**config.mk**
```make
export PLATFORM = sky130hd
export DESIGN_NAME = lgpf_front
export DESIGN_NICKNAME = d
export VERILOG_FILES = /design/src/hw/rtl/lgpf_pkg.sv /design/src/hw/rtl/lgpf_front.sv
export SDC_FILE = /design/constraint.sdc
export NUM_CORES = 2
export LEC_CHECK = 0
export BUFFER_PORTS_ARGS = -buffer_cell sky130_fd_sc_hd__buf_2
export CAP_MARGIN = 20
export CORE_AREA = 2 2 586 588
export DETAILED_ROUTE_END_ITERATION = 10
export DIE_AREA = 0 0 588 590
export SLEW_MARGIN = 20
export SYNTH_ARGS = -nofsm -noshare
export SYNTH_HDL_FRONTEND = slang
export SYNTH_SLANG_ARGS = --single-unit
export TNS_END_PERCENT = 5
```
**constraint.sdc**
```tcl
create_clock -name clk -period 2.5 [get_ports clk]
set_input_delay 0.125 -clock clk [delete_from_list [all_inputs] [get_ports clk]]
set_output_delay 0.125 -clock clk [all_outputs]
set_load 0.03 [all_outputs]
```
**src/hw/rtl/lgpf_pkg.sv**
```systemverilog
// Shared constants, types and codes for the lamp glow persistence filter.
// Used by every module of the block except lgpf_ram; depends on nothing.
package lgpf_pkg;

  localparam int SAMPLES       = 1024;   // snapshots per window, power of two
  localparam int ROWS          = 7;
  localparam int LAMPS_PER_ROW = 18;

  localparam int MAX_ROWS   = 7;
  localparam int MAX_LAMPS  = 18;
  localparam int HALF_LAMPS = 9;

  localparam int USED_ROWS  = (ROWS < MAX_ROWS) ? ROWS : MAX_ROWS;
  localparam int USED_LAMPS = (LAMPS_PER_ROW < MAX_LAMPS) ? LAMPS_PER_ROW : MAX_LAMPS;
  localparam int NUM_LAMPS  = USED_ROWS * USED_LAMPS;

  localparam int SAMPLE_SHIFT = $clog2(SAMPLES);
  localparam int SCNT_W       = SAMPLE_SHIFT;
  localparam int CNT_W        = SAMPLE_SHIFT + 1;
  localparam int ADDR_W       = (NUM_LAMPS > 1) ? $clog2(NUM_LAMPS) : 1;
  localparam int J_W          = $clog2(HALF_LAMPS);
  localparam int LIDX_W       = $clog2(MAX_LAMPS + 1);

  localparam int INT_W     = 17;
  localparam int ONE_Q16   = 65536;
  localparam int HALF_Q16  = 32768;
  localparam int LEVEL_W   = 5;
  localparam int LEVEL_MAX = 31;
  localparam int ROW_W     = 3;

  localparam int IN_DATA_W  = ((MAX_ROWS * MAX_LAMPS + 7) / 8) * 8;
  localparam int OUT_DATA_W = ((HALF_LAMPS * LEVEL_W + 7) / 8) * 8;
  localparam int USER_W     = ROW_W + 1;

  localparam int CFG_IDX_W  = 8;
  localparam int CFG_DATA_W = 17;

  localparam logic [CFG_IDX_W-1:0] REG_RISE_KEEP = CFG_IDX_W'(0);
  localparam logic [CFG_IDX_W-1:0] REG_FALL_KEEP = CFG_IDX_W'(1);

  localparam logic [CFG_DATA_W-1:0] RISE_KEEP_RST = CFG_DATA_W'(64750);
  localparam logic [CFG_DATA_W-1:0] FALL_KEEP_RST = CFG_DATA_W'(65208);

  typedef logic [CNT_W-1:0]   count_t;
  typedef logic [INT_W-1:0]   inten_t;
  typedef logic [LEVEL_W-1:0] level_t;

  // Count queue status toward the back end
  typedef struct packed {
    logic   full;
    count_t head;
  } q_stat_t;

  // Back end requests to the count queue
  typedef struct packed {
    logic pop;
    logic done;
  } q_ctrl_t;

  typedef enum logic [1:0] {
    B_IDLE,
    B_RUN,
    B_DRAIN,
    B_EMIT
  } back_state_t;

endpackage

```
**src/hw/rtl/lgpf_front.sv**
```systemverilog
// Front end: accepts panel snapshots, counts on-samples per lamp in parallel
// and hands a full window of counts to the count queue. Uses lgpf_pkg.
module lgpf_front (
  input  logic                                       clk,
  input  logic                                       rst,
  input  logic                                       s_tvalid,
  output logic                                       s_tready,
  input  logic [lgpf_pkg::IN_DATA_W-1:0]             s_tdata,
  input  logic                                       q_full,
  output logic                                       push,
  output lgpf_pkg::count_t [lgpf_pkg::NUM_LAMPS-1:0] snap
);
  import lgpf_pkg::*;

  logic [SCNT_W-1:0]       sample_cnt;
  count_t [NUM_LAMPS-1:0]  on_cnt;
  logic [NUM_LAMPS-1:0]    bits;
  logic                    window_end;
  logic                    accept;

  for (genvar r = 0; r < USED_ROWS; r++) begin : g_row
    for (genvar l = 0; l < USED_LAMPS; l++) begin : g_lamp
      assign bits[r*USED_LAMPS+l] = s_tdata[r*MAX_LAMPS+l];
    end
  end

  for (genvar i = 0; i < NUM_LAMPS; i++) begin : g_cnt
    assign snap[i] = on_cnt[i] + CNT_W'(bits[i]);
  end

  assign window_end = (sample_cnt == SCNT_W'(SAMPLES - 1));
  // hold the window's last snapshot until the queue has room for its counts
  assign s_tready   = !(window_end && q_full);
  assign accept     = s_tvalid && s_tready;
  assign push       = accept && window_end;

  always_ff @(posedge clk) begin
    if (rst) begin
      sample_cnt <= '0;
      on_cnt     <= '0;
    end else if (accept) begin
      if (window_end) begin
        sample_cnt <= '0;
        on_cnt     <= '0;
      end else begin
        sample_cnt <= sample_cnt + SCNT_W'(1);
        on_cnt     <= snap;
      end
    end
  end

endmodule

```
==> out/results.txt <==
CTS tree = yes
failing checks = negative setup slack
gr usage total = 0.142
Yosys warning total = 0
chip height = 590 um
post-synth top area share = 0.404
wire length per cell = 19.5 um
Final period util = 1.05
Worst Setup End Kind = output port
critical path type = flip-flop to output port
Routed Antenna Nets = 0
P_leak = 41.4 nW
starting DRC count in detailed routing = 4452
VDD IR max = 503 uV
sequential element share of the synthesized area = 0.404
Storage cell area = 28100 sq um
Finished Cell Area = 97300 sq um
drt drc = 0
Post-synth ARST share = 0
Die X = 588 um
final hold vios = 0
initial antenna violation count = 13
share of cells above drive strength 1 = 0.327
max_slew headroom = 0.575
Setup-failing EPs final = 59
clock slew at reported path FFs = 60 ps
Worst-Skew Late Latency = 840 ps
NumNets Final = 9528
mapped cell area = 69200 sq um
status = complete, but fails checks
PD cells = 557 nW/um^2
routed vias = 65200
final WL = 269000 um
largest net degree at the start of global routing = 121
area of the multi-input gates = 44400 sq um
critical path peak fanout = 4
Via density = 4.72
FMAX = 0.381 GHz
Starting Density = 0.203
Max-Cap Viols = 0
GRT Max-Usage Layer = met2
dpl cell area = 82200 sq um
met1 usage = 0.176
Synth Area per Inst = 9.25 sq um
M2 GR Usage = 0.225
IO Pins = 1520
final worst slack = -124 ps
die area = 347000 sq um
CP required = 2380 ps
top_reg_cell synth = dfxtp_1
HPWL Detailed = 200000 um
vias in the first global route = 58900
Sum Neg Setup Slack = -2360 ps
Placer Congestion = 0.911
port buffer count = 1517
filler cell count = 35800
actual slew at the worst max-slew pin = 635 ps
synthesized instance count = 7485
clock root buffer = clkbuf_16
# rows = 215
top cells by area, synth = dfxtp_1 40%, a22o_1 11%, xor2_1 7.7%
met3 layer usage reported by global route = 0.0485
clock sinks = 1396
Worst EP arrival = 2500 ps
Pins Over Slew Limit = 0
Layout Area Growth over Synthesis = 40.6%
core box area = 341000 sq um
worst hold path class = input pin to flip-flop
CTS buffer count = 175
Yosys cell types = 47
Worst setup SP type = flip-flop
Fin Clk Skew = 47.4 ps
commonest non-fill, non-tap cell in the layout = dfxtp_1
syn nets = 7870
RSZ-0062 raised after global routing = true
Tmin final = 2620 ps
DR pass1 iterations = 6
Yosys reg bits = 1396
EDFF count, synth = 0
cell taking the most area after synthesis = dfxtp_1
CTS H-tree lvls = 4
first-pass GRT wire length = 384000 um
commonest cells after routing, fill and taps aside = 1256 x dfxtp_1, 1248 x buf_2, 892 x a22o_1
Max clock buf depth = 4
grt ovf = 0
## per-stage QoR
step                 util  total power [mW]  hold WS [ps]  setup WS (ps)  std cells
floorplan               -              26.8           388            370       7485
global placement    0.241              28.3           458           47.7      13300
detailed placement  0.241              28.4           459           44.2      13300
CTS                 0.275              54.7          61.9           -304      13800
global route        0.285              56.2           133           -261      13800
finish              0.285              54.2           197           -124      13800
## worst paths after layout
| path | end | slack (ps) | cells after the start | start |
|---|---|---|---|---|
| max | snap[390] | -120 | 6 | on_cnt[385]$_SDFFE_PP0P_ |
| min | on_cnt[330]$_SDFFE_PP0P_ | 200 | 4 | s_tdata[30] |
| max reg2reg | sample_cnt[4]$_SDFFE_PP0P_ | 130 | 8 | sample_cnt[0]$_SDFFE_PP0P_ |
| min reg2reg | on_cnt[281]$_SDFFE_PP0P_ | 470 | 1 | on_cnt[281]$_SDFFE_PP0P_ |
## metal layers
metal,vias up,share of wire
li1,31100,-
met1,31400,0.41
met2,2238,0.45
met3,460,0.093
met4,4,0.045
met5,-,0.00010
## cell usage after synthesis, types with 172 or more instances
library cell	count
buf_2	193
nand3_1	433
xnor2_1	530
o21ai_0	180
a21oi_1	403
xor2_1	605
nand2b_1	172
a22o_1	892
a31oi_1	501
nand4_1	223
nor3_1	286
ha_1	253
nor2_1	199
nand2_1	548
dfxtp_1	1396
## flip-flops by register name (all words and copies together), names as in the netlist
name	flops
on_cnt	1386
sample_cnt	10
## kinds of logic after synthesis
| kind of cell | count (synthesis) | synth area share |
|---|---|---|
| AO/OA/AOI/OAI | 2068 | 0.212 |
| XOR/XNOR | 1135 | 0.144 |
| adder cells (fa/ha/maj) | 253 | 0.0457 |
| buffers and inverters | 537 | 0.0427 |
| flip-flops | 1396 | 0.404 |
| multiplexers | 1 | 0.000145 |
| AND/OR/NAND/NOR | 2095 | 0.152 |
## critical path, cell delays in order, from the launching register on
cell,delay [ps]
dfxtp_2,350
ha_4,190
nand4_1,220
or2_4,310
xnor2_1,150
buf_4,240
buf_4,190
## timing repair
item	CTS	global route
endpoints found under the hold margin	590	0
pin swaps	127	148
gates cloned	0	0
setup endpoints to repair	733	1096
buffers inserted	55	50
gates resized for setup	869	785
hold buffers	131	0
## area by class of cell
| cell class | count | share of cell area |
|---|---|---|
| Clock buffer | 249 | 0.0522 |
| Clock inverter | 56 | 0.00600 |
| Multi-Input combinational cell | 5552 | 0.457 |
| Inverter | 38 | 0.00147 |
| Tap cell | 4557 | 0.0586 |
| Antenna cell | 5 | 0.000129 |
| Timing Repair Buffer | 1980 | 0.136 |
| Sequential cell | 1396 | 0.289 |
## where the power goes
part,total (mW),internal (mW),switching [mW]
combinational,5.49,1.91,3.58
sequential,23.2,22.7,0.554
clock,25.5,14.8,10.7
No activity file was read; power rests on OpenSTA's default activity.
