<file path="src/hw/rtl/lgpf_pkg.sv">
// Shared constants, types and codes for the lamp glow persistence filter.
// Used by every module of the block except lgpf_ram; depends on nothing.
package lgpf_pkg;

  localparam int SAMPLES       = 1024;   // snapshots per window, power of two
  localparam int ROWS          = 7;
  localparam int LAMPS_PER_ROW = 18;

  localparam int MAX_ROWS   = 7;
  localparam int MAX_LAMPS  = 18;
  localparam int HALF_LAMPS = 9;

  localparam int USED_ROWS  = (ROWS < MAX_ROWS) ? ROWS : MAX_ROWS;
  localparam int USED_LAMPS = (LAMPS_PER_ROW < MAX_LAMPS) ? LAMPS_PER_ROW : MAX_LAMPS;
  localparam int NUM_LAMPS  = USED_ROWS * USED_LAMPS;

  localparam int SAMPLE_SHIFT = $clog2(SAMPLES);
  localparam int SCNT_W       = SAMPLE_SHIFT;
  localparam int CNT_W        = SAMPLE_SHIFT + 1;
  localparam int ADDR_W       = (NUM_LAMPS > 1) ? $clog2(NUM_LAMPS) : 1;
  localparam int J_W          = $clog2(HALF_LAMPS);
  localparam int LIDX_W       = $clog2(MAX_LAMPS + 1);

  localparam int INT_W     = 17;
  localparam int ONE_Q16   = 65536;
  localparam int HALF_Q16  = 32768;
  localparam int LEVEL_W   = 5;
  localparam int LEVEL_MAX = 31;
  localparam int ROW_W     = 3;

  localparam int IN_DATA_W  = ((MAX_ROWS * MAX_LAMPS + 7) / 8) * 8;
  localparam int OUT_DATA_W = ((HALF_LAMPS * LEVEL_W + 7) / 8) * 8;
  localparam int USER_W     = ROW_W + 1;

  localparam int CFG_IDX_W  = 8;
  localparam int CFG_DATA_W = 17;

  localparam logic [CFG_IDX_W-1:0] REG_RISE_KEEP = CFG_IDX_W'(0);
  localparam logic [CFG_IDX_W-1:0] REG_FALL_KEEP = CFG_IDX_W'(1);

  localparam logic [CFG_DATA_W-1:0] RISE_KEEP_RST = CFG_DATA_W'(64750);
  localparam logic [CFG_DATA_W-1:0] FALL_KEEP_RST = CFG_DATA_W'(65208);

  typedef logic [CNT_W-1:0]   count_t;
  typedef logic [INT_W-1:0]   inten_t;
  typedef logic [LEVEL_W-1:0] level_t;

  // Count queue status toward the back end
  typedef struct packed {
    logic   full;
    count_t head;
  } q_stat_t;

  // Back end requests to the count queue
  typedef struct packed {
    logic pop;
    logic done;
  } q_ctrl_t;

  typedef enum logic [1:0] {
    B_IDLE,
    B_RUN,
    B_DRAIN,
    B_EMIT
  } back_state_t;

endpackage

</file>
<file path="src/hw/rtl/lgpf_queue.sv">
// One-window count queue between front and back end. The entry is a shift
// line: the back end takes the head and advances it. Uses lgpf_pkg.
module lgpf_queue (
  input  logic                                       clk,
  input  logic                                       rst,
  input  logic                                       push,
  input  lgpf_pkg::count_t [lgpf_pkg::NUM_LAMPS-1:0] snap,
  input  lgpf_pkg::q_ctrl_t                          ctrl,
  output lgpf_pkg::q_stat_t                          stat
);
  import lgpf_pkg::*;

  count_t [NUM_LAMPS-1:0] entry;
  logic                   full;

  always_ff @(posedge clk) begin
    if (rst) begin
      full <= 1'b0;
    end else if (push) begin
      full <= 1'b1;
    end else if (ctrl.done) begin
      full <= 1'b0;
    end
  end

  always_ff @(posedge clk) begin
    if (push) begin
      entry <= snap;
    end else if (ctrl.pop) begin
      entry <= entry >> CNT_W;
    end
  end

  assign stat.full = full;
  assign stat.head = entry[0];

endmodule

</file>
<file path="config.mk">
export PLATFORM = sky130hd
export DESIGN_NAME = lgpf_queue
export DESIGN_NICKNAME = d
export VERILOG_FILES = /design/src/hw/rtl/lgpf_pkg.sv /design/src/hw/rtl/lgpf_queue.sv
export SDC_FILE = /design/constraint.sdc
export NUM_CORES = 1
export LEC_CHECK = 0
export ABC_AREA = 1
export ABC_CLOCK_PERIOD_IN_PS = 28500
export BUFFER_PORTS_ARGS = -buffer_cell sky130_fd_sc_hd__buf_4
export CAP_MARGIN = 20
export CORE_AREA = 2 2 550 552
export CTS_CLUSTER_DIAMETER = 80
export DETAILED_ROUTE_END_ITERATION = 16
export DIE_AREA = 0 0 552 554
export GPL_ROUTABILITY_DRIVEN = 0
export SYNTH_ARGS = -nofsm -noshare
export SYNTH_HDL_FRONTEND = slang
export SYNTH_SLANG_ARGS = --single-unit
</file>
<file path="constraint.sdc">
create_clock -name clk -period 28.5 [get_ports clk]
set_input_delay 8.55 -clock clk [delete_from_list [all_inputs] [get_ports clk]]
set_output_delay 8.55 -clock clk [all_outputs]
set_load 0.01 [all_outputs]
</file>
==> results of run 1 <==
==> area by class of cell <==
type / count / area [um2] / share of cell area [%]
flip-flops and latches: 1387 / 41600 / 53.0
clock buffers: 196 / 4290 / 5.46
inverters: 13 / 56.3 / 0.0717
repair buffers: 1443 / 11000 / 14.0
multi-input cells: 4139 / 15500 / 19.8
well taps: 3958 / 4950 / 6.31
clock inverters: 100 / 985 / 1.25
diodes: 29 / 72.6 / 0.0924
==> final timing paths <==
| kind | depth (start not counted) | start | to |
|---|---|---|---|
| hold reg to reg | 2 | entry[1209]$_DFFE_PP_ | entry[1198]$_DFFE_PP_ |
| setup reg to reg | 2 | entry[324]$_DFFE_PP_ | entry[313]$_DFFE_PP_ |
| setup / recovery | 6 | push | entry[743]$_DFFE_PP_ |
| hold / removal | 2 | entry[1209]$_DFFE_PP_ | entry[1198]$_DFFE_PP_ |
==> state kept, by name, indices dropped and copies added (netlist names) <==
name and cells:
entry 1375, stat 11, full 1
==> cells by family after synthesis <==
kind of cell | synth area share [%]
compound gates | 0.00846
simple gates | 26.3
flops | 70.4
buf+inv | 3.31
==> power groups by stage <==
stage	combinational (mW)	clock, mW	sequential [mW]
after global routing	0.561	2.22	2.61
after floorplan	0.246	0	2.64
after detailed placement	0.508	0	2.63
final	0.502	2.10	2.59
after global placement	0.502	0	2.63
after CTS	0.510	2.15	2.59
==> routing by layer <==
metal	vias up	part of all wire, %	GRT usage (%)
met2	1879	48	23.0
met4	10	4.3	6.04
met3	359	8.8	4.23
li1	21400	-	-
met5	-	0.036	0
met1	21200	39	16.2
==> layout by cell type, fill, tap and decap left out, types with 4 or more instances in the layout <==
cell type / instances
diode_2: 29
nand2_1: 4137
clkinv_1: 35
clkinv_2: 24
edfxtp_1: 1386
clkinv_8: 4
buf_12: 10
clkbuf_1: 29
clkbuf_16: 167
buf_4: 1432
inv_8: 5
inv_6: 5
clkinvlp_4: 7
inv_1: 12
inv_16: 4
bufinv_16: 11
==> through the flow <==
stage	setup slack, ns	hold WS (ns)	util (%)	std cells	area [um2]
final	15.51	0.469	26.2	11300	78500
after global routing	15.29	0.479	26.2	11300	78500
after CTS	15.59	0.467	26.2	11200	78400
after detailed placement	14.66	0.463	24.4	10900	73200
after global placement	14.70	0.463	24.4	10900	73200
after floorplan	2.08	0.433	-	5857	59100
==> critical path: cells and delay by family <==
family / cells / cell delay (ns)
buffers and inverters: 5 / 3.54
AND/OR/NAND/NOR: 1 / 0.75
==> flow_metrics.env, run 1 <==
export IMPL_grtUsageTotal_pct=13.8
export IMPL_clk_latency_ns=0.82
export IMPL_cts_resized=0
export IMPL_finClkSkew_ns=0.0540
export IMPL_synth_area_per_cell_um2=10.1
export IMPL_crit_fanout=163
export IMPL_synth_edf_count=1386
export IMPL_place_hpwl_mm=164
export IMPL_required_ns=28.90
export IMPL_io_pins=1403
export IMPL_period_minus_slack_ns=12.99
export IMPL_rsz0062_at_grt="false"
export IMPL_rows=201
export IMPL_finalCritPeriodShare_pct=45.6
export IMPL_cts_hold_buf=0
export IMPL_grt_first_pass_wirelength_mm=308
export IMPL_antenna_left=0
export IMPL_critPathKind="input pin to flop"
export IMPL_syn_to_final_growth_pct=32.7
export IMPL_crit_path_end_kind="flop"
export IMPL_fillers=32000
export IMPL_slew_headroom_pct=24.1
export IMPL_crit_slowest_cell="buf_4"
export IMPL_cts_root_buf="clkbuf_16"
export IMPL_drive_above_1_share_pct=23.0
export IMPL_ys_types=12
export IMPL_synth_top_area_share_pct=70.4
export IMPL_p_leak_nw=36.2
export IMPL_routed_wl_mm=220
export IMPL_path_cells="buf_8 -> or2_4 -> buf_12 -> buf_4 -> buf_12 -> buf_4"
export IMPL_grt_ovfl_total=0
export IMPL_maxCapViolCount=0
export IMPL_core_um2=299000
export IMPL_seq_power_share_pct=49.9
export IMPL_clock_sinks=1387
export IMPL_hold_viol_final=0
export IMPL_setup_viol=0
export IMPL_finalSetupTns_ns=0
export IMPL_cts_tree="built"
export IMPL_worstMarginPinSlew_ns=1.14
export IMPL_p_switching_mw=1.28
export IMPL_nets=8541
export IMPL_slowest_delay_ns=0.89
export IMPL_vias=44900
export IMPL_netlist_area_um2=59100
export IMPL_yosysWarnings=0
export IMPL_vias_per_cell=3.99
export IMPL_clk_pin_slew_ns=0.06
export IMPL_finalPower_mw=5.19
export IMPL_first_pass_iters=6
export IMPL_fmax_ghz=0.0770
export IMPL_die_w_um=552
export IMPL_synth_area_leader_cell="edfxtp_1"
export IMPL_slew_viol_final=0
export IMPL_switching_share_pct=24.7
export IMPL_p_comb_share_pct=9.7
export IMPL_die_h_um=554
export IMPL_hold_class="flop to flop"
export IMPL_start_util_pct=19.8
export IMPL_intPower_mw=3.90
export IMPL_port_buffers=1402
export IMPL_synthFlopType="edfxtp_1"
export IMPL_async_reset_ff_share_pct=0
export IMPL_antenna_found_initial=48
export IMPL_arrival_ns=13.39
export IMPL_postCtsSetupBuffers=0
export IMPL_drc=0
export IMPL_synth_common_cells="4,137 x nand2_1, 1,386 x edfxtp_1, 192 x buf_2"
export IMPL_ys_seq_area_share_pct=70.4
export IMPL_power_density_nw_per_um2=66.1
export IMPL_wl_per_cell_um=19.6
export IMPL_worst_r2r_setup_slack_ns=27.26
export IMPL_yosysMostFrequentCell="nand2_1"
export IMPL_clockBufferDepth=4
export IMPL_grt_pass1_vias=44000
export IMPL_grt_max_degree=197
export IMPL_vdd_drop_max_mv=0.0465
export IMPL_h_tree_depth=4
export IMPL_startpoint_type="input pin"
export IMPL_pwr_share_clk_pct=40.4
export IMPL_initialDrtViolationCount=4301
export IMPL_synthTopCellsByArea="edfxtp_1 70%, nand2_1 26%, buf_2 1.6%"
export IMPL_synth_nets=7248
export IMPL_synth_seq_cells=1387
export IMPL_cts_buffers=166
export IMPL_run_status="finished clean"
export IMPL_synth_cells=5857
export IMPL_die_area_um2=306000
No activity file was read; power rests on OpenSTA's default activity.
==> inputs of run 2 (changes only) <==
--- a/config.mk
+++ b/config.mk
@@ -6,7 +6,7 @@
 export NUM_CORES = 1
 export LEC_CHECK = 0
 export ABC_AREA = 1
-export ABC_CLOCK_PERIOD_IN_PS = 28500
+export ABC_CLOCK_PERIOD_IN_PS = 13100
 export BUFFER_PORTS_ARGS = -buffer_cell sky130_fd_sc_hd__buf_4
 export CAP_MARGIN = 20
 export CORE_AREA = 2 2 550 552
==> constraint.sdc (replaced) <==
create_clock -name clk -period 13.1 [get_ports clk]
set_input_delay 3.93 -clock clk [delete_from_list [all_inputs] [get_ports clk]]
set_output_delay 3.93 -clock clk [all_outputs]
set_load 0.01 [all_outputs]
==> flow_metrics.env, run 2 (synthesis gave the netlist of run 1 again) <==
export IMPL_fillers=31900
export IMPL_start_util_pct=19.8
export IMPL_grt_pass1_vias=43200
export IMPL_cts_buffers=167
export IMPL_crit_fanout=88
export IMPL_hold_class="flop to flop"
export IMPL_drc=0
export IMPL_grtUsageTotal_pct=14.0
export IMPL_routed_wl_mm=224
export IMPL_hold_viol_final=0
export IMPL_syn_to_final_growth_pct=32.8
export IMPL_vdd_drop_max_mv=0.102
export IMPL_worstMarginPinSlew_ns=1.07
export IMPL_post_route_util_pct=26.2
export IMPL_cts_tree="built"
export IMPL_initialDrtViolationCount=4390
export IMPL_crit_path_end="entry[58]$_DFFE_PP_"
export IMPL_largest_register_ffs=1375
export IMPL_die_h_um=554
export IMPL_drive_above_1_share_pct=23.0
export IMPL_period_minus_slack_ns=7.03
export IMPL_setup_viol=0
export IMPL_maxCapViolCount=0
export IMPL_die_w_um=552
export IMPL_finClkSkew_ns=0.0735
export IMPL_clk_pin_slew_ns=0.06
export IMPL_antenna_left=0
export IMPL_crit_path_end_kind="flop"
export IMPL_vias=45000
export IMPL_slew_viol_final=0
export IMPL_core_um2=299000
export IMPL_cts_hold_buf=0
export IMPL_fmax_ghz=0.142
export IMPL_arrival_ns=7.72
export IMPL_first_pass_iters=6
export IMPL_clockBufferDepth=4
export IMPL_worst_path_buf_inv=5
export IMPL_crit_slowest_cell="buf_4"
export IMPL_grt_ovfl_total=0
export IMPL_power_density_nw_per_um2=143
export IMPL_startpoint_type="input pin"
export IMPL_clk_latency_ns=0.85
export IMPL_timing_rr_end="entry[636]$_DFFE_PP_"
export IMPL_path_cells="buf_8 -> buf_4 -> buf_4 -> buf_4 -> buf_4 -> nand2_1 -> nand2_1"
export IMPL_cts_root_buf="clkbuf_16"
export IMPL_regMostFlops="entry"
export IMPL_vias_per_cell=3.99
export IMPL_crit_family="buffers and inverters"
export IMPL_rsz0062_at_grt="false"
export IMPL_rows=201
export IMPL_slew_headroom_pct=28.5
export IMPL_finalPower_mw=11.2
export IMPL_worst_r2r_setup_slack_ns=11.92
export IMPL_h_tree_depth=4
export IMPL_regArea_um2=41600
export IMPL_nets=8553
export IMPL_path_depth=7
export IMPL_place_hpwl_mm=168
export IMPL_wl_per_cell_um=19.9
export IMPL_postCtsSetupBuffers=0
export IMPL_finalCritPeriodShare_pct=53.6
export IMPL_die_area_um2=306000
export IMPL_cts_resized=0
export IMPL_final_cell_mix="4,137 x nand2_1, 1,442 x buf_4, 1,386 x edfxtp_1"
export IMPL_clock_sinks=1387
export IMPL_port_buffers=1402
export IMPL_crit_reg2reg_launch="entry[647]$_DFFE_PP_"
export IMPL_reg2reg_depth=2
export IMPL_grt_max_degree=220
export IMPL_critPathKind="input pin to flop"
export IMPL_required_ns=13.80
export IMPL_multi_input_area_um2=15500
export IMPL_p_leak_nw=36.2
export IMPL_io_pins=1403
export IMPL_slowest_delay_ns=0.80
export IMPL_antenna_found_initial=53
export IMPL_critPathLaunch="push"
export IMPL_cpMostUsedCell="buf_4"
export IMPL_run_status="finished clean"
export IMPL_grt_first_pass_wirelength_mm=310
export IMPL_mostFrequentLayoutCell="nand2_1"
==> run 2: metal layers <==
metal	global-route usage [%]	up-vias	routed length [um]
met5	0	-	98
met4	6.53	16	10300
met3	3.94	325	19700
met2	23.4	1908	108000
met1	16.6	21300	86200
li1	-	21500	-
==> run 2: layout make-up <==
type | instances | share of cell area [%]
flip-flops and latches | 1387 | 53.0
multi-input cells | 4139 | 19.8
repair buffers | 1454 | 14.1
well taps | 3958 | 6.31
clock buffers | 209 | 5.58
clock inverters | 95 | 1.06
diodes | 30 | 0.0956
inverters | 13 | 0.0717
==> run 2: worst min-delay path: stages, from the launching register on <==
cell and delay, ns:
edfxtp_1 0.32, nand2_1 0.05, nand2_1 0.05
==> run 2: per-stage QoR <==
| step | setup TNS, ns | hold WS [ns] | worst slack [ns] | cell area, um2 | cells |
|---|---|---|---|---|---|
| after floorplan | -2139.60 | 0.433 | -1.54 | 59200 | 5857 |
| after global placement | 0 | 0.489 | 5.35 | 73300 | 11000 |
| after detailed placement | 0 | 0.493 | 5.34 | 73300 | 11000 |
| after CTS | 0 | 0.471 | 6.28 | 78500 | 11300 |
| after global routing | 0 | 0.481 | 5.83 | 78500 | 11300 |
| final | 0 | 0.464 | 6.07 | 78500 | 11300 |
==> run 2: worst min path at each step <==
stage               cells past startpoint               endpoint                  start  slack [ns]
finish                                  2  entry[1222]$_DFFE_PP_  entry[1233]$_DFFE_PP_        0.46
global route                            2  entry[1222]$_DFFE_PP_  entry[1233]$_DFFE_PP_        0.48
global placement                        2   entry[860]$_DFFE_PP_   entry[871]$_DFFE_PP_        0.49
detailed placement                      2   entry[813]$_DFFE_PP_   entry[824]$_DFFE_PP_        0.49
CTS                                     2    entry[14]$_DFFE_PP_    entry[25]$_DFFE_PP_        0.47
floorplan                               2      full$_SDFFE_PP0P_      full$_SDFFE_PP0P_        0.43
==> run 2: where the power goes <==
part	leakage [nW]	switching (mW)	total [mW]	internal [mW]
clock network	2.54	1.96	4.51	2.56
registers	14.5	0.178	5.62	5.44
logic	19.2	0.642	1.10	0.461
