==> config.mk <==
export PLATFORM = sky130hd
export DESIGN_NAME = lgpf_back
export DESIGN_NICKNAME = d
export VERILOG_FILES = /design/src/hw/rtl/lgpf_pkg.sv /design/src/hw/rtl/lgpf_ram.sv /design/src/hw/rtl/lgpf_back.sv
export SDC_FILE = /design/constraint.sdc
export NUM_CORES = 2
export LEC_CHECK = 0
export BUFFER_PORTS_ARGS = -buffer_cell sky130_fd_sc_hd__buf_2
export CAP_MARGIN = 20
export CORE_MARGIN = 1.5
export CORE_UTILIZATION = 50
export CTS_CLUSTER_DIAMETER = 150
export DETAILED_ROUTE_END_ITERATION = 8
export GPL_TIMING_DRIVEN = 0
export PLACE_DENSITY_LB_ADDON = 0.3
export SLEW_MARGIN = 20
export SYNTH_ARGS = -nofsm -noshare
export SYNTH_HDL_FRONTEND = slang
export SYNTH_SLANG_ARGS = --single-unit
==> constraint.sdc <==
create_clock -name clk -period 9.7 [get_ports clk]
set_input_delay 0.97 -clock clk [delete_from_list [all_inputs] [get_ports clk]]
set_output_delay 0.97 -clock clk [all_outputs]
set_load 0.01 [all_outputs]
==> src/hw/rtl/lgpf_pkg.sv <==
// Shared constants, types and codes for the lamp glow persistence filter.
// Used by every module of the block except lgpf_ram; depends on nothing.
package lgpf_pkg;

  localparam int SAMPLES       = 1024;   // snapshots per window, power of two
  localparam int ROWS          = 7;
  localparam int LAMPS_PER_ROW = 18;

  localparam int MAX_ROWS   = 7;
  localparam int MAX_LAMPS  = 18;
  localparam int HALF_LAMPS = 9;

  localparam int USED_ROWS  = (ROWS < MAX_ROWS) ? ROWS : MAX_ROWS;
  localparam int USED_LAMPS = (LAMPS_PER_ROW < MAX_LAMPS) ? LAMPS_PER_ROW : MAX_LAMPS;
  localparam int NUM_LAMPS  = USED_ROWS * USED_LAMPS;

  localparam int SAMPLE_SHIFT = $clog2(SAMPLES);
  localparam int SCNT_W       = SAMPLE_SHIFT;
  localparam int CNT_W        = SAMPLE_SHIFT + 1;
  localparam int ADDR_W       = (NUM_LAMPS > 1) ? $clog2(NUM_LAMPS) : 1;
  localparam int J_W          = $clog2(HALF_LAMPS);
  localparam int LIDX_W       = $clog2(MAX_LAMPS + 1);

  localparam int INT_W     = 17;
  localparam int ONE_Q16   = 65536;
  localparam int HALF_Q16  = 32768;
  localparam int LEVEL_W   = 5;
  localparam int LEVEL_MAX = 31;
  localparam int ROW_W     = 3;

  localparam int IN_DATA_W  = ((MAX_ROWS * MAX_LAMPS + 7) / 8) * 8;
  localparam int OUT_DATA_W = ((HALF_LAMPS * LEVEL_W + 7) / 8) * 8;
  localparam int USER_W     = ROW_W + 1;

  localparam int CFG_IDX_W  = 8;
  localparam int CFG_DATA_W = 17;

  localparam logic [CFG_IDX_W-1:0] REG_RISE_KEEP = CFG_IDX_W'(0);
  localparam logic [CFG_IDX_W-1:0] REG_FALL_KEEP = CFG_IDX_W'(1);

  localparam logic [CFG_DATA_W-1:0] RISE_KEEP_RST = CFG_DATA_W'(64750);
  localparam logic [CFG_DATA_W-1:0] FALL_KEEP_RST = CFG_DATA_W'(65208);

  typedef logic [CNT_W-1:0]   count_t;
  typedef logic [INT_W-1:0]   inten_t;
  typedef logic [LEVEL_W-1:0] level_t;

  // Count queue status toward the back end
  typedef struct packed {
    logic   full;
    count_t head;
  } q_stat_t;

  // Back end requests to the count queue
  typedef struct packed {
    logic pop;
    logic done;
  } q_ctrl_t;

  typedef enum logic [1:0] {
    B_IDLE,
    B_RUN,
    B_DRAIN,
    B_EMIT
  } back_state_t;

endpackage

==> src/hw/rtl/lgpf_ram.sv <==
// Generic single-write, single-read RAM with registered read data.
// No dependencies.
module lgpf_ram #(
  parameter int WIDTH = 8,
  parameter int DEPTH = 16
) (
  input  logic                                     clk,
  input  logic                                     we,
  input  logic [((DEPTH > 1) ? $clog2(DEPTH) : 1)-1:0] waddr,
  input  logic [WIDTH-1:0]                         wdata,
  input  logic                                     re,
  input  logic [((DEPTH > 1) ? $clog2(DEPTH) : 1)-1:0] raddr,
  output logic [WIDTH-1:0]                         rdata
);

  logic [WIDTH-1:0] mem [DEPTH];

  always_ff @(posedge clk) begin
    if (we) begin
      mem[waddr] <= wdata;
    end
    if (re) begin
      rdata <= mem[raddr];
    end
  end

endmodule

==> src/hw/rtl/lgpf_back.sv <==
// Back end: walks the queued window lamp by lamp through the smoothing
// pipeline, keeps intensities in RAM and emits half-row level results.
// Uses lgpf_pkg and lgpf_ram.
module lgpf_back (
  input  logic                                clk,
  input  logic                                rst,
  input  lgpf_pkg::q_stat_t                   stat,
  output lgpf_pkg::q_ctrl_t                   ctrl,
  input  logic [lgpf_pkg::CFG_DATA_W-1:0]     rise_keep,
  input  logic [lgpf_pkg::CFG_DATA_W-1:0]     fall_keep,
  output logic                                m_tvalid,
  input  logic                                m_tready,
  output logic [lgpf_pkg::OUT_DATA_W-1:0]     m_tdata,   // level_0 .. level_8
  output logic [lgpf_pkg::USER_W-1:0]         m_tuser,   // row_index, half_select
  output logic                                m_tlast    // last_of_frame
);
  import lgpf_pkg::*;

  back_state_t state, state_next;

  logic [J_W-1:0]    j;
  logic [ROW_W-1:0]  row;
  logic              half;
  logic [ADDR_W-1:0] lamp_addr;
  logic [LIDX_W-1:0] lamp_idx;
  logic              lamp_used;
  logic              issue;
  logic              pipe_busy;
  logic              out_free;
  logic              last_half;
  logic              load_out;
  logic              start_window;
  logic              next_half;

  logic [NUM_LAMPS-1:0] inten_vld;
  inten_t               ram_rdata;

  // stage 1: RAM data back, form target and products
  logic              p1_vld;
  logic [J_W-1:0]    p1_j;
  logic [ADDR_W-1:0] p1_addr;
  count_t            p1_cnt;
  logic              p1_ivld;
  inten_t            cur;
  logic [CNT_W+15:0] targ_w;
  inten_t            targ;
  logic              rising;
  inten_t            keep_sel;
  inten_t            k;
  inten_t            k_rest;
  logic [2*INT_W-1:0] prod_a;
  logic [2*INT_W-1:0] prod_b;

  // stage 2: sum, round, write back
  logic               p2_vld;
  logic [J_W-1:0]     p2_j;
  logic [ADDR_W-1:0]  p2_addr;
  logic [2*INT_W-1:0] p2_pa;
  logic [2*INT_W-1:0] p2_pb;
  logic [2*INT_W:0]   sum;
  logic [INT_W+1:0]   sum_sh;
  inten_t             new_i;

  // stage 3: level
  logic               p3_vld;
  logic [J_W-1:0]     p3_j;
  inten_t             p3_i;
  logic [INT_W+4:0]   lvl_w;
  logic [INT_W+4-16:0] lvl_sh;
  level_t             lvl;

  level_t [HALF_LAMPS-1:0] levels;

  // ---------------- sequencer ----------------
  assign lamp_idx  = (half ? LIDX_W'(HALF_LAMPS) : LIDX_W'(0)) + LIDX_W'(j);
  assign lamp_used = (lamp_idx < LIDX_W'(USED_LAMPS));
  assign pipe_busy = p1_vld || p2_vld || p3_vld;
  assign out_free  = !m_tvalid || m_tready;
  assign last_half = (row == ROW_W'(USED_ROWS - 1)) && half;

  always_comb begin
    state_next = state;
    unique case (state)
      B_IDLE:  if (stat.full) state_next = B_RUN;
      B_RUN:   if (j == J_W'(HALF_LAMPS - 1)) state_next = B_DRAIN;
      B_DRAIN: if (!pipe_busy) state_next = B_EMIT;
      B_EMIT: begin
        if (out_free) state_next = last_half ? B_IDLE : B_RUN;
      end
      default: state_next = B_IDLE;
    endcase
  end

  always_comb begin
    issue        = 1'b0;
    load_out     = 1'b0;
    start_window = 1'b0;
    unique case (state)
      B_IDLE:  start_window = stat.full;
      B_RUN:   issue = lamp_used;
      B_DRAIN: ;
      B_EMIT:  load_out = out_free;
      default: ;
    endcase
    next_half = load_out && !last_half;
    ctrl.pop  = issue;
    ctrl.done = load_out && last_half;
  end

  always_ff @(posedge clk) begin
    if (rst) begin
      state <= B_IDLE;
    end else begin
      state <= state_next;
    end
  end

  always_ff @(posedge clk) begin
    if (start_window) begin
      row       <= '0;
      half      <= 1'b0;
      j         <= '0;
      lamp_addr <= '0;
    end else if (state == B_RUN) begin
      j <= j + J_W'(1);
      if (issue) begin
        lamp_addr <= lamp_addr + ADDR_W'(1);
      end
    end else if (next_half) begin
      j    <= '0;
      half <= !half;
      if (half) begin
        row <= row + ROW_W'(1);
      end
    end
  end

  // ---------------- intensity store ----------------
  lgpf_ram #(
    .WIDTH (INT_W),
    .DEPTH (NUM_LAMPS)
  ) u_inten_ram (
    .clk   (clk),
    .we    (p2_vld),
    .waddr (p2_addr),
    .wdata (new_i),
    .re    (issue),
    .raddr (lamp_addr),
    .rdata (ram_rdata)
  );

  // a lamp never written since reset reads as zero intensity
  always_ff @(posedge clk) begin
    if (rst) begin
      inten_vld <= '0;
    end else if (p2_vld) begin
      inten_vld[p2_addr] <= 1'b1;
    end
  end

  // ---------------- pipeline ----------------
  always_ff @(posedge clk) begin
    if (rst) begin
      p1_vld <= 1'b0;
      p2_vld <= 1'b0;
      p3_vld <= 1'b0;
    end else begin
      p1_vld <= issue;
      p2_vld <= p1_vld;
      p3_vld <= p2_vld;
    end
  end

  always_ff @(posedge clk) begin
    p1_j    <= j;
    p1_addr <= lamp_addr;
    p1_cnt  <= stat.head;
    p1_ivld <= inten_vld[lamp_addr];
    p2_j    <= p1_j;
    p2_addr <= p1_addr;
    p2_pa   <= prod_a;
    p2_pb   <= prod_b;
    p3_j    <= p2_j;
    p3_i    <= new_i;
  end

  always_comb begin
    cur      = p1_ivld ? ram_rdata : '0;
    // count * 65536 / SAMPLES is exact for a power-of-two window
    targ_w   = {p1_cnt, 16'b0} >> SAMPLE_SHIFT;
    targ     = (targ_w > (CNT_W + 16)'(ONE_Q16)) ? INT_W'(ONE_Q16) : targ_w[INT_W-1:0];
    rising   = (targ >= cur);
    keep_sel = rising ? rise_keep : fall_keep;
    k        = (keep_sel > INT_W'(ONE_Q16)) ? INT_W'(ONE_Q16) : keep_sel;
    k_rest   = INT_W'(ONE_Q16) - k;
    prod_a   = (2*INT_W)'(cur) * (2*INT_W)'(k);
    prod_b   = rising ? ((2*INT_W)'(targ) * (2*INT_W)'(k_rest)) : '0;
  end

  always_comb begin
    sum    = (2*INT_W+1)'(p2_pa) + (2*INT_W+1)'(p2_pb) + (2*INT_W+1)'(HALF_Q16);
    sum_sh = sum[2*INT_W:16];
    new_i  = (sum_sh > (INT_W+2)'(ONE_Q16)) ? INT_W'(ONE_Q16) : sum_sh[INT_W-1:0];
  end

  always_comb begin
    // intensity * 31, rounded to the nearest level
    lvl_w  = {p3_i, 5'b0} - (INT_W+5)'(p3_i) + (INT_W+5)'(HALF_Q16);
    lvl_sh = lvl_w[INT_W+4:16];
    lvl    = (lvl_sh > (INT_W+5-16)'(LEVEL_MAX)) ? LEVEL_W'(LEVEL_MAX) : lvl_sh[LEVEL_W-1:0];
  end

  always_ff @(posedge clk) begin
    if (start_window || next_half) begin
      levels <= '0;
    end else if (p3_vld) begin
      levels[p3_j] <= lvl;
    end
  end

  // ---------------- output register ----------------
  always_ff @(posedge clk) begin
    if (rst) begin
      m_tvalid <= 1'b0;
    end else if (load_out) begin
      m_tvalid <= 1'b1;
    end else if (m_tready) begin
      m_tvalid <= 1'b0;
    end
  end

  always_ff @(posedge clk) begin
    if (load_out) begin
      m_tdata <= OUT_DATA_W'(levels);
      m_tuser <= {half, row};
      m_tlast <= last_half;
    end
  end

endmodule

==> results.toml <==
[floorplanning]
die_width_um = 477
start_util_pct = 50.4
io-pin-count = 105
floorplan.die.height_um = 477
placement_rows = 173
die-area_um2 = 227000
placeableCoreArea_um2 = 223000

[pwr]
power_density_nw_per_um2 = 296
total_power_mw = 37.9
vdd_ir_drop_max_mv = 0.236
leakagePower_nw = 44.1

[setup_path]
setup.worst_path.end_class = "register"
endpoint = "p2_pb[33]$_SDFF_PP0_"
startpoint_type = "register"
timing.rr.end = "p2_pb[33]$_SDFF_PP0_"
regToRegStartpoint = "p1_ivld$_DFF_P_"
worst_path_most_repeated_cell = "fa_1"
timing.critical_path.required_ns = 10.49
worst-r2r-cell-count = 40
critical_path.max_fanout = 10
timing.critical_path.from = "p1_ivld$_DFF_P_"
critPathArrivalTime_ns = 10.20
crit_slowest_cell = "fa_1"
rrSetupSlack_ns = 0.29
max_stage_delay_ns = 0.52
crit_type = "register to register"

[yosys]
synth_seq_cells = 2512
synth-async-reset-ratio_pct = 0
yosys_most_used_dff = "edfxtp_1"
synth-edff-count = 2209
synth_cell_type_count = 83
syn_inst = 6523
yosysWarnings = 0
synth_seq_area_share_pct = 64.6
syn-mean-instance-area_um2 = 17.2
synth_area_um2 = 112000

[worst_hold_path]
min_path_type = "primary input to register"

[clock_network]
cts_inserted_buffers = 237
max-clock-path-buffers = 3
cts_root_buf = "clkbuf_16"
numClockSinks = 2512
cts_tree = "done"
clkSlewWorstSetupHoldPaths_ns = 0.07
clock_latency_ns = 0.89
cts_hold_repair.buffers = 0
htree_levels = 4

[global_route]
gr-max-usage-layer = "met2"
grt_overflow = 0
use_met3_pct = 5.56
vias_in_the_first_global_route = 62500
grt_antenna_before_repair = 16
groute.layer.met1.usage_pct = 36.6
combined_global_route_utilization_of_all_metal_layers_pct = 26.5
global_routing_usage_on_met2_pct = 41.3
grt_start_max_net_pins = 82
global_route_wire_length_before_repair_um = 435000

[detailed_routing]
firstDrtPassIters = 8
detail_route.wl_per_cell_um = 29.3
vias_after_detailed_routing = 62200
route.detailed.vias_per_inst = 6.09
final_antenna_net_count = 0
detail_route.wirelength_um = 300000
drt_iter0_markers = 7546
drc_errors = 0

[sta]
finClkSkew_ns = 0.0909
hold_ws_ns = 0.193
fin_crit_ns = 9.41
drv_slew = 0
setup-violations-final = 0
total_neg_setup_slack_ns = 0
max_freq_mhz = 106
finalHoldViolCount = 0
worst_slew_pin_slew_ns = 1.25
post-route-period-util_pct = 97.0
max_slew_margin_pct = 16.4

[placed_design]
detailed_place.area_um2 = 119000
numPortBuffers = 100
place_hpwl_um = 213000
gp_routability_congestion = 0.958
dp_cells = 9735

[cells_and_area]
instances_no_fill = 10200
layout_common_cells = "edfxtp_1, mux4_2, inv_1"
final_common_cell = "edfxtp_1"
area_delta_synth_final_pct = 14.4
post_layout_nets = 7740
fraction_of_final_layout_cells_with_drive_strength_greater_than_1_pct = 24.6
final_area_um2 = 128000

[status]
status = "complete, no violations"

[job]
maxCapViolations = 0
[critical path: cells and delay by family (launching register included)]
kind            cells  cell delay [ns]
fa+ha+maj           9             3.51
simple gates        8             1.51
mux                 1             0.31
buf+inv            10             1.27
flops               1             0.40
compound gates     12             2.33
[cell families after synthesis]
kind of cell / count (synthesis) / synth area share (%)
and+or+nand+nor: 1281 / 4.87
other: 1 / 0.00334
AOI/OAI and AO/OA: 358 / 2.06
adders and majority gates: 668 / 9.84
buffers and inverters: 813 / 2.78
xor gates and xnor gates: 84 / 0.663
DFF: 2512 / 64.6
muxes: 806 / 15.2
[flip-flops by register name, summed over array words and instances, names as in the netlist, 17 cells and up]
name / cells
m_tdata: 45
p2_pa: 28
levels: 45
inten_vld: 126
p3_i: 17
u_inten_ram.mem: 2142
p2_pb: 28
u_inten_ram.rdata: 17
[worst min-delay path by stage]
stage                             from            endpoint  depth (start not counted)
CTS                            stat[4]   p1_cnt[4]$_DFF_P_                          1
global placement    p1_addr[3]$_DFF_P_  p2_addr[3]$_DFF_P_                          0
detailed placement  p1_addr[1]$_DFF_P_  p2_addr[1]$_DFF_P_                          0
floorplan           p1_addr[0]$_DFF_P_  p2_addr[0]$_DFF_P_                          0
finish                         stat[4]   p1_cnt[4]$_DFF_P_                          1
global route                   stat[2]   p1_cnt[2]$_DFF_P_                          1
[per-stage QoR]
step,utilization [%],setup WS (ns)
2_1_floorplan,-,0.0787
3_5_place_dp,53.7,-2.97
3_3_place_gp,52.3,-8.90
5_1_grt,57.6,-0.0598
6_report,57.6,0.290
4_1_cts,57.5,-0.0607
[cells in the mapped netlist, types with 5 or more instances]
library cell	instances	area, µm²
inv_1	515	1930
nor2_1	634	2380
and2_1	48	300
nand2b_1	22	138
o21bai_1	5	37.5
a221oi_1	5	43.8
buf_1	57	214
o21ai_0	91	455
a21oi_1	103	515
nand3b_1	8	60.1
mux4_2	716	16100
ha_1	312	3900
nand4_1	12	75.1
mux2i_1	50	500
or4_1	6	45.0
clkbuf_1	200	751
mux2_2	40	450
a31oi_1	13	81.3
nor2b_1	35	219
xnor2_1	53	464
fa_1	356	7130
a21o_1	23	173
a211oi_1	21	158
nor4_1	6	37.5
nor3_1	57	285
xor2_1	30	263
a21boi_0	6	45.0
buf_2	30	150
o22ai_1	14	87.6
nand3_1	32	160
clkinv_1	5	18.8
or2_2	7	43.8
and3_1	14	87.6
a211o_1	5	43.8
dfxtp_1	303	6070
o31ai_1	9	67.6
or3_1	17	106
nand2_1	364	1370
o21a_1	16	120
edfxtp_1	2209	66300
[layer usage]
metal	wire [µm]	share of wire [%]
met4	13400	4.5
met2	140000	47
met1	116000	39
met3	30100	10
met5	43	0.014
[cell type report]
type	count	area [µm²]
Fill cell	16600	94200
Inverter	521	2020
Sequential cell	2512	72400
Antenna cell	5	12.5
Buffer	284	1320
Tap cell	2975	3720
Timing Repair Buffer	267	2860
Clock inverter	153	1510
Multi-Input combinational cell	3200	37900
Clock buffer	300	6490
[power by group]
group	internal, mW	total (mW)	leakage [nW]	switching [mW]
combinational	5.04	13.8	17.5	8.74
clock	5.32	9.43	3.94	4.11
sequential	14.6	14.7	22.6	0.110
[repair_timing]
item,4_1_cts,5_1_grt
cloned,0,0
gates resized for setup,101,90
setup buffers,10,20
hold endpoints to repair,0,0
pin swaps,4,7
setup endpoints to repair,44,17
No activity file was read; power rests on OpenSTA's default activity.
